--- config.mk ---
export PLATFORM = sky130hd
export DESIGN_NAME = collision_warning_ttc_hysteresis_top
export DESIGN_NICKNAME = d
export VERILOG_FILES = /design/src/design/cwt_pkg.sv /design/src/design/cwt_front.sv /design/src/design/cwt_queue.sv /design/src/design/cwt_div.sv /design/src/design/cwt_back.sv /design/src/design/collision_warning_ttc_hysteresis_top.sv
export SDC_FILE = /design/constraint.sdc
export NUM_CORES = 1
export LEC_CHECK = 0
export ABC_CLOCK_PERIOD_IN_PS = 8500
export BUFFER_PORTS_ARGS = -buffer_cell sky130_fd_sc_hd__buf_2
export CORE_UTILIZATION = 38
export CTS_BUF_LIST = sky130_fd_sc_hd__clkbuf_4 sky130_fd_sc_hd__clkbuf_8
export DETAILED_ROUTE_END_ITERATION = 7
export HOLD_SLACK_MARGIN = 0.12
export MAX_ROUTING_LAYER = met4
export RECOVER_POWER = 100
export SKIP_LAST_GASP = 1
export SLEW_MARGIN = 10
export SYNTH_ARGS = -nofsm -noshare
export SYNTH_HDL_FRONTEND = slang
export SYNTH_HIERARCHICAL = 1
export SYNTH_SLANG_ARGS = --single-unit
--- constraint.sdc ---
create_clock -name i_clk -period 8.5 [get_ports i_clk]
set_input_delay 0.85 -clock i_clk [delete_from_list [all_inputs] [get_ports i_clk]]
set_output_delay 0.85 -clock i_clk [all_outputs]
set_load 0.1 [all_outputs]
--- src/design/cwt_pkg.sv ---
// Shared types and constants for the collision warning block.
`timescale 1ns / 1ps
package cwt_pkg;

    // classified item queue between the front and the back
    localparam int QDEPTH    = 4;
    localparam int QPTR_BITS = 2;
    localparam int QCNT_BITS = 3;

    // time to collision arithmetic
    localparam int          DIV_BITS  = 20;
    localparam int          CNT_BITS  = 5;
    localparam int          RATE_BITS = 15;
    localparam logic [19:0] TTC_NUM   = 20'd1024000;
    localparam logic [15:0] TTC_INF   = 16'hFFFF;
    localparam logic [15:0] TTC_MAX   = 16'hFFFE;
    localparam logic [14:0] MIN_RATE  = 15'd2;
    localparam logic [7:0]  MAX_CLASS = 8'd6;
    localparam logic [7:0]  HITS_MAX  = 8'hFF;

    // severity codes
    localparam logic [1:0] SEV_SAFE    = 2'd0;
    localparam logic [1:0] SEV_CAUTION = 2'd1;
    localparam logic [1:0] SEV_WARN    = 2'd2;
    localparam logic [1:0] SEV_ALERT   = 2'd3;

    // register indexes
    localparam logic [2:0] REG_LEFT    = 3'd0;
    localparam logic [2:0] REG_RIGHT   = 3'd1;
    localparam logic [2:0] REG_MIN_H   = 3'd2;
    localparam logic [2:0] REG_ALERT   = 3'd3;
    localparam logic [2:0] REG_WARN    = 3'd4;
    localparam logic [2:0] REG_CAUTION = 3'd5;
    localparam logic [2:0] REG_RAISE   = 3'd6;
    localparam logic [2:0] REG_CLEAR   = 3'd7;

    localparam int RIGHT_RESET = 4095;

    typedef enum logic [1:0] {
        BK_IDLE,
        BK_DIV,
        BK_FINISH
    } t_back_state;

    typedef struct packed {
        logic [15:0] alert_limit;
        logic [15:0] warn_limit;
        logic [15:0] caution_limit;
        logic [7:0]  raise_count;
        logic [7:0]  clear_count;
    } t_cfg_back;

    typedef struct packed {
        logic closing;
        logic last;
    } t_cls;

    typedef struct packed {
        logic       start;
        logic [14:0] divisor;
    } t_div_req;

    typedef struct packed {
        logic        busy;
        logic        done;
        logic [19:0] quot;
    } t_div_sts;

    typedef struct packed {
        logic empty;
        logic full;
    } t_q_sts;

endpackage

--- src/design/cwt_front.sv ---
// Front end: accepts items, filters them and classifies closing tracks.
`timescale 1ns / 1ps
module cwt_front #(
    parameter int COORD_BITS = 12
) (
    input  logic                  i_push,
    input  cwt_pkg::t_q_sts       i_q_sts,
    input  logic [COORD_BITS-1:0] i_left,
    input  logic [COORD_BITS-1:0] i_right,
    input  logic [COORD_BITS-1:0] i_min_height,
    input  logic                  i_track_present,
    input  logic [7:0]            i_object_class,
    input  logic [COORD_BITS-1:0] i_centre_x_px,
    input  logic [COORD_BITS-1:0] i_box_height_px,
    input  logic signed [15:0]    i_height_rate,
    input  logic                  i_frame_last,
    output logic                  o_q_push,
    output cwt_pkg::t_cls         o_cls,
    output logic [14:0]           o_rate
);
    import cwt_pkg::*;

    logic keep;
    logic closing;

    always_comb begin
        keep = i_track_present
            && (i_object_class <= MAX_CLASS)
            && (i_centre_x_px >= i_left)
            && (i_centre_x_px <= i_right)
            && (i_box_height_px >= i_min_height);
        closing = !i_height_rate[15] && (i_height_rate[14:0] >= MIN_RATE);
    end

    // a kept track with no closing rate can never become critical: drop it
    assign o_cls.closing = keep && closing;
    assign o_cls.last    = i_frame_last;
    assign o_rate        = i_height_rate[14:0];
    assign o_q_push      = i_push && !i_q_sts.full && ((keep && closing) || i_frame_last);

endmodule

--- src/design/cwt_queue.sv ---
// Short queue of classified items between the front and the back.
`timescale 1ns / 1ps
module cwt_queue #(
    parameter int WIDTH = 53
) (
    input  logic             i_clk,
    input  logic             i_rst_n,
    input  logic             i_push,
    input  logic [WIDTH-1:0] i_data,
    input  logic             i_pop,
    output logic [WIDTH-1:0] o_data,
    output cwt_pkg::t_q_sts  o_sts
);
    import cwt_pkg::*;

    logic [WIDTH-1:0]     r_mem [QDEPTH];
    logic [QPTR_BITS-1:0] r_wr_ptr, n_wr_ptr;
    logic [QPTR_BITS-1:0] r_rd_ptr, n_rd_ptr;
    logic [QCNT_BITS-1:0] r_count, n_count;

    always_comb begin
        n_wr_ptr = i_push ? r_wr_ptr + 1'b1 : r_wr_ptr;
        n_rd_ptr = i_pop ? r_rd_ptr + 1'b1 : r_rd_ptr;
        n_count  = r_count;
        if (i_push && !i_pop) begin
            n_count = r_count + 1'b1;
        end else if (!i_push && i_pop) begin
            n_count = r_count - 1'b1;
        end
    end

    always_ff @(posedge i_clk) begin
        if (!i_rst_n) begin
            r_wr_ptr <= '0;
            r_rd_ptr <= '0;
            r_count  <= '0;
        end else begin
            r_wr_ptr <= n_wr_ptr;
            r_rd_ptr <= n_rd_ptr;
            r_count  <= n_count;
        end
    end

    always_ff @(posedge i_clk) begin
        if (i_push) begin
            r_mem[r_wr_ptr] <= i_data;
        end
    end

    assign o_data      = r_mem[r_rd_ptr];
    assign o_sts.empty = (r_count == '0);
    assign o_sts.full  = (r_count == QCNT_BITS'(QDEPTH));

endmodule

--- src/design/cwt_div.sv ---
// Restoring serial divider: 1024000 / rate, one quotient bit a cycle.
`timescale 1ns / 1ps
module cwt_div (
    input  logic              i_clk,
    input  logic              i_rst_n,
    input  cwt_pkg::t_div_req i_req,
    output cwt_pkg::t_div_sts o_sts
);
    import cwt_pkg::*;

    logic                r_busy, n_busy;
    logic                r_done, n_done;
    logic [CNT_BITS-1:0] r_cnt, n_cnt;
    logic [14:0]         r_rem, n_rem;
    logic [19:0]         r_quot, n_quot;
    logic [14:0]         r_div, n_div;
    logic [15:0]         trial;
    logic [15:0]         diff;
    logic                ge;

    always_comb begin
        trial  = {r_rem, r_quot[DIV_BITS-1]};
        diff   = trial - {1'b0, r_div};
        ge     = (trial >= {1'b0, r_div});
        n_busy = r_busy;
        n_done = 1'b0;
        n_cnt  = r_cnt;
        n_rem  = r_rem;
        n_quot = r_quot;
        n_div  = r_div;
        if (i_req.start) begin
            n_busy = 1'b1;
            n_cnt  = '0;
            n_rem  = '0;
            n_quot = TTC_NUM;
            n_div  = i_req.divisor;
        end else if (r_busy) begin
            // remainder stays below the divisor, so 15 bits hold it
            n_rem  = ge ? diff[14:0] : trial[14:0];
            n_quot = {r_quot[DIV_BITS-2:0], ge};
            n_cnt  = r_cnt + 1'b1;
            if (r_cnt == CNT_BITS'(DIV_BITS - 1)) begin
                n_busy = 1'b0;
                n_done = 1'b1;
            end
        end
    end

    always_ff @(posedge i_clk) begin
        if (!i_rst_n) begin
            r_busy <= 1'b0;
            r_done <= 1'b0;
            r_cnt  <= '0;
        end else begin
            r_busy <= n_busy;
            r_done <= n_done;
            r_cnt  <= n_cnt;
        end
    end

    always_ff @(posedge i_clk) begin
        r_rem  <= n_rem;
        r_quot <= n_quot;
        r_div  <= n_div;
    end

    assign o_sts.busy = r_busy;
    assign o_sts.done = r_done;
    assign o_sts.quot = r_quot;

endmodule

--- src/design/cwt_back.sv ---
// Back end: frame minimum, severity, hysteresis and the result register.
`timescale 1ns / 1ps
module cwt_back #(
    parameter int COORD_BITS = 12
) (
    input  logic                   i_clk,
    input  logic                   i_rst_n,
    input  cwt_pkg::t_cfg_back     i_cfg,
    input  cwt_pkg::t_q_sts        i_q_sts,
    input  cwt_pkg::t_cls          i_q_cls,
    input  logic [15:0]            i_q_number,
    input  logic [7:0]             i_q_class,
    input  logic [COORD_BITS-1:0]  i_q_height,
    input  logic [14:0]            i_q_rate,
    output logic                   o_q_pop,
    output cwt_pkg::t_div_req      o_div_req,
    input  cwt_pkg::t_div_sts      i_div_sts,
    input  logic                   i_pop,
    output logic                   o_empty,
    output logic [1:0]             o_warning_state,
    output logic [15:0]            o_best_ttc_ms,
    output logic                   o_critical_valid,
    output logic [15:0]            o_critical_track,
    output logic [7:0]             o_critical_class,
    output logic [COORD_BITS-1:0]  o_critical_height_px
);
    import cwt_pkg::*;

    t_back_state r_state, n_state;

    logic                  r_ent_last;
    logic [15:0]           r_ent_number;
    logic [7:0]            r_ent_class;
    logic [COORD_BITS-1:0] r_ent_height;

    logic                  r_best_valid, n_best_valid;
    logic [15:0]           r_frame_ttc, n_frame_ttc;
    logic [15:0]           r_best_track, n_best_track;
    logic [7:0]            r_best_class, n_best_class;
    logic [COORD_BITS-1:0] r_best_height, n_best_height;

    logic [1:0]            r_shown, n_shown;
    logic [1:0]            r_cand, n_cand;
    logic [7:0]            r_hits, n_hits;

    logic                  r_out_valid, n_out_valid;
    logic [1:0]            r_out_state;
    logic [15:0]           r_out_ttc;
    logic                  r_out_cvalid;
    logic [15:0]           r_out_track;
    logic [7:0]            r_out_class;
    logic [COORD_BITS-1:0] r_out_height;

    logic                  q_pop;
    logic                  do_update;
    logic                  do_finish;
    logic [15:0]           ttc_sat;
    logic [1:0]            observed;
    logic [7:0]            hits_step;
    logic [7:0]            need;

    // next state
    always_comb begin
        n_state = r_state;
        case (r_state)
            BK_IDLE: begin
                if (q_pop) begin
                    if (i_q_cls.closing) begin
                        n_state = BK_DIV;
                    end else if (i_q_cls.last) begin
                        n_state = BK_FINISH;
                    end
                end
            end
            BK_DIV: begin
                if (do_update) begin
                    n_state = r_ent_last ? BK_FINISH : BK_IDLE;
                end
            end
            BK_FINISH: begin
                if (do_finish) begin
                    n_state = BK_IDLE;
                end
            end
            default: n_state = BK_IDLE;
        endcase
    end

    // state outputs
    always_comb begin
        q_pop     = 1'b0;
        do_update = 1'b0;
        do_finish = 1'b0;
        case (r_state)
            BK_IDLE:   q_pop     = !i_q_sts.empty;
            BK_DIV:    do_update = i_div_sts.done;
            BK_FINISH: do_finish = !r_out_valid || i_pop;
            default:   q_pop     = 1'b0;
        endcase
    end

    assign o_q_pop           = q_pop;
    assign o_div_req.start   = q_pop && i_q_cls.closing;
    assign o_div_req.divisor = i_q_rate;

    // frame minimum: strict compare keeps the earlier track on a tie
    always_comb begin
        ttc_sat       = (i_div_sts.quot > {4'b0, TTC_MAX}) ? TTC_MAX : i_div_sts.quot[15:0];
        n_best_valid  = r_best_valid;
        n_frame_ttc   = r_frame_ttc;
        n_best_track  = r_best_track;
        n_best_class  = r_best_class;
        n_best_height = r_best_height;
        if (do_finish) begin
            n_best_valid  = 1'b0;
            n_frame_ttc   = TTC_INF;
            n_best_track  = '0;
            n_best_class  = '0;
            n_best_height = '0;
        end else if (do_update && (ttc_sat < r_frame_ttc)) begin
            n_best_valid  = 1'b1;
            n_frame_ttc   = ttc_sat;
            n_best_track  = r_ent_number;
            n_best_class  = r_ent_class;
            n_best_height = r_ent_height;
        end
    end

    // severity and hysteresis
    always_comb begin
        if (r_frame_ttc == TTC_INF) begin
            observed = SEV_SAFE;
        end else if (r_frame_ttc <= i_cfg.alert_limit) begin
            observed = SEV_ALERT;
        end else if (r_frame_ttc <= i_cfg.warn_limit) begin
            observed = SEV_WARN;
        end else if (r_frame_ttc <= i_cfg.caution_limit) begin
            observed = SEV_CAUTION;
        end else begin
            observed = SEV_SAFE;
        end

        need      = (observed > r_shown) ? i_cfg.raise_count : i_cfg.clear_count;
        hits_step = (r_hits == HITS_MAX) ? r_hits : r_hits + 1'b1;
        n_shown   = r_shown;
        n_cand    = r_cand;
        n_hits    = r_hits;
        if (do_finish) begin
            if (observed != r_shown) begin
                if (observed != r_cand) begin
                    n_cand = observed;
                    n_hits = 8'd1;
                end else begin
                    n_hits = hits_step;
                end
                if (n_hits >= need) begin
                    n_shown = observed;
                    n_hits  = '0;
                end
            end else begin
                n_cand = r_shown;
                n_hits = '0;
            end
        end
    end

    always_comb begin
        n_out_valid = r_out_valid;
        if (do_finish) begin
            n_out_valid = 1'b1;
        end else if (i_pop) begin
            n_out_valid = 1'b0;
        end
    end

    always_ff @(posedge i_clk) begin
        if (!i_rst_n) begin
            r_state       <= BK_IDLE;
            r_best_valid  <= 1'b0;
            r_frame_ttc   <= TTC_INF;
            r_best_track  <= '0;
            r_best_class  <= '0;
            r_best_height <= '0;
            r_shown       <= SEV_SAFE;
            r_cand        <= SEV_SAFE;
            r_hits        <= '0;
            r_out_valid   <= 1'b0;
        end else begin
            r_state       <= n_state;
            r_best_valid  <= n_best_valid;
            r_frame_ttc   <= n_frame_ttc;
            r_best_track  <= n_best_track;
            r_best_class  <= n_best_class;
            r_best_height <= n_best_height;
            r_shown       <= n_shown;
            r_cand        <= n_cand;
            r_hits        <= n_hits;
            r_out_valid   <= n_out_valid;
        end
    end

    // hold the popped track while the divider runs
    always_ff @(posedge i_clk) begin
        if (q_pop) begin
            r_ent_last   <= i_q_cls.last;
            r_ent_number <= i_q_number;
            r_ent_class  <= i_q_class;
            r_ent_height <= i_q_height;
        end
        if (do_finish) begin
            r_out_state  <= n_shown;
            r_out_ttc    <= r_frame_ttc;
            r_out_cvalid <= r_best_valid;
            r_out_track  <= r_best_track;
            r_out_class  <= r_best_class;
            r_out_height <= r_best_height;
        end
    end

    assign o_empty              = !r_out_valid;
    assign o_warning_state      = r_out_state;
    assign o_best_ttc_ms        = r_out_ttc;
    assign o_critical_valid     = r_out_cvalid;
    assign o_critical_track     = r_out_track;
    assign o_critical_class     = r_out_class;
    assign o_critical_height_px = r_out_height;

endmodule

--- src/design/collision_warning_ttc_hysteresis_top.sv ---
// Top level of the time-to-collision warning block with hysteresis.
//
//  channel   ports                              transfer at rising edge when
//  -------   --------------------------------   ----------------------------
//  items     push/full, i_track_present..       push && !full
//  results   empty/pop, o_warning_state..       pop && !empty
//  config    psel/penable/pwrite/paddr/pwdata   psel && penable && pwrite
//
// A closing track in the corridor holds the back end through the pop, 20 steps of the
// serial divider and the update. A frame-end item then closes the frame in BK_FINISH,
// which waits while the previous result is unread; with no closing track it goes from
// the pop straight to BK_FINISH. Other items are dropped at the front in the cycle they arrive.
// Reset is synchronous, active low, and returns registers and frame state to defaults.
// A four-entry queue parts front and back; the back stalls only when a finished
// result still waits in the output register, and full holds the input while the queue is full.
`timescale 1ns / 1ps
module collision_warning_ttc_hysteresis_top #(
    parameter int COORD_BITS = 12
) (
    input  logic                  i_clk,
    input  logic                  i_rst_n,
    input  logic                  push,
    output logic                  full,
    input  logic                  i_track_present,
    input  logic [15:0]           i_track_number,
    input  logic [7:0]            i_object_class,
    input  logic [COORD_BITS-1:0] i_centre_x_px,
    input  logic [COORD_BITS-1:0] i_box_height_px,
    input  logic signed [15:0]    i_height_rate,
    input  logic                  i_frame_last,
    output logic                  empty,
    input  logic                  pop,
    output logic [1:0]            o_warning_state,
    output logic [15:0]           o_best_ttc_ms,
    output logic                  o_critical_valid,
    output logic [15:0]           o_critical_track,
    output logic [7:0]            o_critical_class,
    output logic [COORD_BITS-1:0] o_critical_height_px,
    input  logic                  psel,
    input  logic                  penable,
    input  logic                  pwrite,
    input  logic [4:0]            paddr,
    input  logic [31:0]           pwdata,
    output logic [31:0]           prdata,
    output logic                  pready
);
    import cwt_pkg::*;

    localparam int QW = 2 + 16 + 8 + COORD_BITS + RATE_BITS;

    logic [COORD_BITS-1:0] r_left, r_right, r_min_h;
    logic [15:0]           r_alert, r_warn, r_caution;
    logic [7:0]            r_raise, r_clear;
    logic [2:0]            reg_idx;
    logic                  cfg_wr;
    t_cfg_back             cfg_back;

    logic                  q_push;
    logic                  q_pop;
    t_q_sts                q_sts;
    t_cls                  f_cls;
    logic [14:0]           f_rate;
    logic [QW-1:0]         q_wdata;
    logic [QW-1:0]         q_rdata;
    t_cls                  q_cls;
    logic [15:0]           q_number;
    logic [7:0]            q_class;
    logic [COORD_BITS-1:0] q_height;
    logic [14:0]           q_rate;
    t_div_req              div_req;
    t_div_sts              div_sts;

    assign reg_idx = paddr[4:2];
    assign cfg_wr  = psel && penable && pwrite;
    assign pready  = 1'b1;

    always_ff @(posedge i_clk) begin
        if (!i_rst_n) begin
            r_left    <= '0;
            r_right   <= COORD_BITS'(RIGHT_RESET);
            r_min_h   <= '0;
            r_alert   <= 16'd1200;
            r_warn    <= 16'd2000;
            r_caution <= 16'd3000;
            r_raise   <= 8'd2;
            r_clear   <= 8'd5;
        end else if (cfg_wr) begin
            case (reg_idx)
                REG_LEFT:    r_left    <= pwdata[COORD_BITS-1:0];
                REG_RIGHT:   r_right   <= pwdata[COORD_BITS-1:0];
                REG_MIN_H:   r_min_h   <= pwdata[COORD_BITS-1:0];
                REG_ALERT:   r_alert   <= pwdata[15:0];
                REG_WARN:    r_warn    <= pwdata[15:0];
                REG_CAUTION: r_caution <= pwdata[15:0];
                REG_RAISE:   r_raise   <= pwdata[7:0];
                REG_CLEAR:   r_clear   <= pwdata[7:0];
                default:     r_left    <= r_left;
            endcase
        end
    end

    always_comb begin
        case (reg_idx)
            REG_LEFT:    prdata = 32'(r_left);
            REG_RIGHT:   prdata = 32'(r_right);
            REG_MIN_H:   prdata = 32'(r_min_h);
            REG_ALERT:   prdata = 32'(r_alert);
            REG_WARN:    prdata = 32'(r_warn);
            REG_CAUTION: prdata = 32'(r_caution);
            REG_RAISE:   prdata = 32'(r_raise);
            REG_CLEAR:   prdata = 32'(r_clear);
            default:     prdata = '0;
        endcase
    end

    assign cfg_back.alert_limit   = r_alert;
    assign cfg_back.warn_limit    = r_warn;
    assign cfg_back.caution_limit = r_caution;
    assign cfg_back.raise_count   = r_raise;
    assign cfg_back.clear_count   = r_clear;

    cwt_front #(
        .COORD_BITS (COORD_BITS)
    ) u_front (
        .i_push          (push),
        .i_q_sts         (q_sts),
        .i_left          (r_left),
        .i_right         (r_right),
        .i_min_height    (r_min_h),
        .i_track_present (i_track_present),
        .i_object_class  (i_object_class),
        .i_centre_x_px   (i_centre_x_px),
        .i_box_height_px (i_box_height_px),
        .i_height_rate   (i_height_rate),
        .i_frame_last    (i_frame_last),
        .o_q_push        (q_push),
        .o_cls           (f_cls),
        .o_rate          (f_rate)
    );

    assign q_wdata = {f_cls, i_track_number, i_object_class, i_box_height_px, f_rate};
    assign {q_cls, q_number, q_class, q_height, q_rate} = q_rdata;

    cwt_queue #(
        .WIDTH (QW)
    ) u_queue (
        .i_clk   (i_clk),
        .i_rst_n (i_rst_n),
        .i_push  (q_push),
        .i_data  (q_wdata),
        .i_pop   (q_pop),
        .o_data  (q_rdata),
        .o_sts   (q_sts)
    );

    cwt_div u_div (
        .i_clk   (i_clk),
        .i_rst_n (i_rst_n),
        .i_req   (div_req),
        .o_sts   (div_sts)
    );

    cwt_back #(
        .COORD_BITS (COORD_BITS)
    ) u_back (
        .i_clk                (i_clk),
        .i_rst_n              (i_rst_n),
        .i_cfg                (cfg_back),
        .i_q_sts              (q_sts),
        .i_q_cls              (q_cls),
        .i_q_number           (q_number),
        .i_q_class            (q_class),
        .i_q_height           (q_height),
        .i_q_rate             (q_rate),
        .o_q_pop              (q_pop),
        .o_div_req            (div_req),
        .i_div_sts            (div_sts),
        .i_pop                (pop),
        .o_empty              (empty),
        .o_warning_state      (o_warning_state),
        .o_best_ttc_ms        (o_best_ttc_ms),
        .o_critical_valid     (o_critical_valid),
        .o_critical_track     (o_critical_track),
        .o_critical_class     (o_critical_class),
        .o_critical_height_px (o_critical_height_px)
    );

    assign full = q_sts.full;

`ifndef SYNTH
    // the back never drains an empty queue
    a_pop_nonempty: assert property (@(posedge i_clk) disable iff (!i_rst_n)
        q_pop |-> !q_sts.empty)
        else $error("queue popped while empty");

    // a new division never starts over one in flight
    a_div_start_idle: assert property (@(posedge i_clk) disable iff (!i_rst_n)
        div_req.start |-> !div_sts.busy)
        else $error("divider restarted while busy");

    // completion only follows a running division
    a_div_done_busy: assert property (@(posedge i_clk) disable iff (!i_rst_n)
        div_sts.done |-> $past(div_sts.busy))
        else $error("divider done without a running division");

    // the queue never takes an item while full
    a_push_room: assert property (@(posedge i_clk) disable iff (!i_rst_n)
        q_push |-> !q_sts.full)
        else $error("queue pushed while full");
`endif

endmodule
==> results.cfg <==
[worst_setup_path]
path_delay_family = compound AO/OA/AOI/OAI gates
critPathMostFrequentCell = sky130_fd_sc_hd__o21ai_0
critical_path_class = reg -> reg
worstPathBufferInverterCount = 1
crit_slowest_cell = sky130_fd_sc_hd__clkbuf_2
endpoint_kind = flop
worstPathCellList = nand4_1, nor4_1, or3_1, ha_1, a21oi_1, nor2b_1, o21ai_0, nand4_1, a21oi_1, o21ai_0, a41oi_1, clkbuf_2, nand3_1, o21ai_0
cpPeakStageDelay_ps = 1440
critPathMaxFanout = 77
startpoint_type = flop
critPathRequiredTime_ps = 9050
cp_data_arrival_time_ps = 7290

[pwr]
share_comb_of_total_power = 0.234
share_seq_of_total_power = 0.440
maximum_resistive_drop_on_vdd_v = 0.000235
switchingPower_mw = 2.48
netSwitchingFraction = 0.328
power_density_mw_per_mm2 = 274
pleak_nw = 10.1
clk_network_pwr_share = 0.326
internal_power_consumption_mw = 5.09

[clock_network]
tritoncts.num_buffers = 89
worst_setup_hold_path_clk_slew_ps = 60
ctsHoldBuffers = 0
cts_max_path_buffers = 3
setup_bufs_post_cts = 0
cts_tree = done
cts-root-buf = sky130_fd_sc_hd__clkbuf_8
cts_num_sinks = 538
insertion_delay_of_the_later_clocked_pin_in_the_worst_skew_pair_ps = 700
htreeDepth = 3
cts_resized = 0

[cells_and_area]
mostFrequentLayoutCell = sky130_fd_sc_hd__edfxtp_1
final_net_count = 2489
mostFrequentLayoutCells = 319 x sky130_fd_sc_hd__edfxtp_1, 277 x sky130_fd_sc_hd__nand2_1, 217 x sky130_fd_sc_hd__dfxtp_1
post_route_cells_drive_above_1_share = 0.119
layout_overhead_on_the_synthesized_area_pct = 11.6
layout_utilization = 0.429

[sta]
rsz_0062_raised_after_global_routing = false
layout_min_cycle_time_ps = 6750
hold_violations = 0
setup_viol = 0
worst_clock_skew_ps = 57.1
slew_headroom = -1.42
slew_violations = 567
final.period_utilization = 0.794
setup-tns-final_ps = 0
slew_at_the_pin_with_the_worst_max_slew_slack_ps = 3620
maxClockFrequency_mhz = 148

[floorplan]
dieArea_mm2 = 0.0662
initial_utilization = 0.384
die_h_um = 257
die_width_um = 257
placementRows = 93
placeableCoreArea_mm2 = 0.0645
ioPinCount = 200

[route]
detail-route-antenna-nets = 0
detailedRoute.firstPassIterationCount = 5
routed-via-count = 16600
wl_per_cell_um = 18.8
drc = 0
viasPerCell = 5.21
totalWireLength_mm = 59.9
detailedRoute.firstIterationViolations = 1109

[placement]
port-buffer-count = 164
gp_routability_congestion = 0.871
place.detailed.hpwl_mm = 39.7

[global_routing]
globalRouteOverflowTotal = 0
first_global_vias = 16300
gr-usage-all-layers = 0.185
grt_start_max_net_pins = 106
number_of_antenna_violations_at_the_first_check_in_global_routing = 5
grt_pass1_wl_mm = 92.7

[logic_synthesis]
synthesis.area_mm2 = 0.0248
yosysWarningCount = 6
syn-instance-count = 2106
syn_avg_cell_area_um2 = 11.8

[status]
status = complete, but fails checks
violations = capacitance limit, slew limit

[flow_run]
cap_viol_max_count = 17

[min_path]
min-delay-path-class = reg -> reg
==> registers in the layout, indices dropped and copies added (netlist names), 15 cells and up, named ones only <==
| register | flops |
|---|---|
| r_alert | 16 |
| u_div/r_div | 15 |
| u_div/r_quot | 20 |
| u_div/r_rem | 15 |
| u_queue/r_mem | 212 |
| u_back/r_frame_ttc | 16 |
| r_caution | 16 |
| r_warn | 16 |
| u_back/r_best_track | 16 |
| u_back/o_best_ttc_ms | 16 |
| u_back/r_ent_number | 16 |
| u_back/o_critical_track | 16 |
==> per-layer routing <==
metal | wire, um | vias up | global-route usage
met5 | 0 | - | -
met4 | 1470 | 0 | 0.0672
met3 | 3390 | 95 | 0.0322
met2 | 28700 | 515 | 0.298
met1 | 26400 | 8052 | 0.235
li1 | - | 7900 | -
==> through the flow <==
stage	instance area [um2]	power (mW)	worst slack, ps	hold slack (ps)	instances
floorplan	24800	4.80	3360	408	2121
finish	27600	7.58	1750	407	3181
global placement	25900	5.13	2720	413	3010
detailed placement	25900	5.16	2650	416	3010
global route	27600	7.94	1140	373	3181
CTS	27900	7.65	2610	300	3176
==> area by class of cell <==
cell class,instances,area (um2)
antenna,5,12.5
clock buffer,120,1510
clock inverter,46,444
fill,6135,36800
inverter,142,533
multi-input combinational,1295,9360
sequential,538,14000
tap,855,1070
timing repair buffer,180,743
==> power by group through the flow <==
stage / Sequential [mW] / Clock [mW] / Combinational, mW
floorplan: 3.65 / 0 / 1.15
global placement: 3.36 / 0 / 1.77
detailed placement: 3.36 / 0 / 1.79
CTS: 3.32 / 2.53 / 1.80
global route: 3.37 / 2.64 / 1.92
finish: 3.33 / 2.47 / 1.78
==> worst paths after layout <==
kind	from	to	slack, ps	depth (start not counted)
hold reg to reg	u_back/r_best_height[5]	u_back/o_critical_height_px[5]	410	0
hold / removal	u_back/r_best_height[5]	u_back/o_critical_height_px[5]	410	0
setup / recovery	u_div/r_quot[0]	u_back/r_best_height[7]	1750	14
setup reg to reg	u_div/r_quot[0]	u_back/r_best_height[7]	1750	14
==> worst register-to-register path, cell delays in order, from the launching register on <==
cell,delay [ps]
sky130_fd_sc_hd__dfxtp_1,430
sky130_fd_sc_hd__nand4_1,120
sky130_fd_sc_hd__nor4_1,1260
sky130_fd_sc_hd__or3_1,260
sky130_fd_sc_hd__ha_1,250
sky130_fd_sc_hd__a21oi_1,130
sky130_fd_sc_hd__nor2b_1,60
sky130_fd_sc_hd__o21ai_0,340
sky130_fd_sc_hd__nand4_1,220
sky130_fd_sc_hd__a21oi_1,160
sky130_fd_sc_hd__o21ai_0,110
sky130_fd_sc_hd__a41oi_1,1370
sky130_fd_sc_hd__clkbuf_2,1440
sky130_fd_sc_hd__nand3_1,320
sky130_fd_sc_hd__o21ai_0,150
No activity file was read; power rests on OpenSTA's default activity.
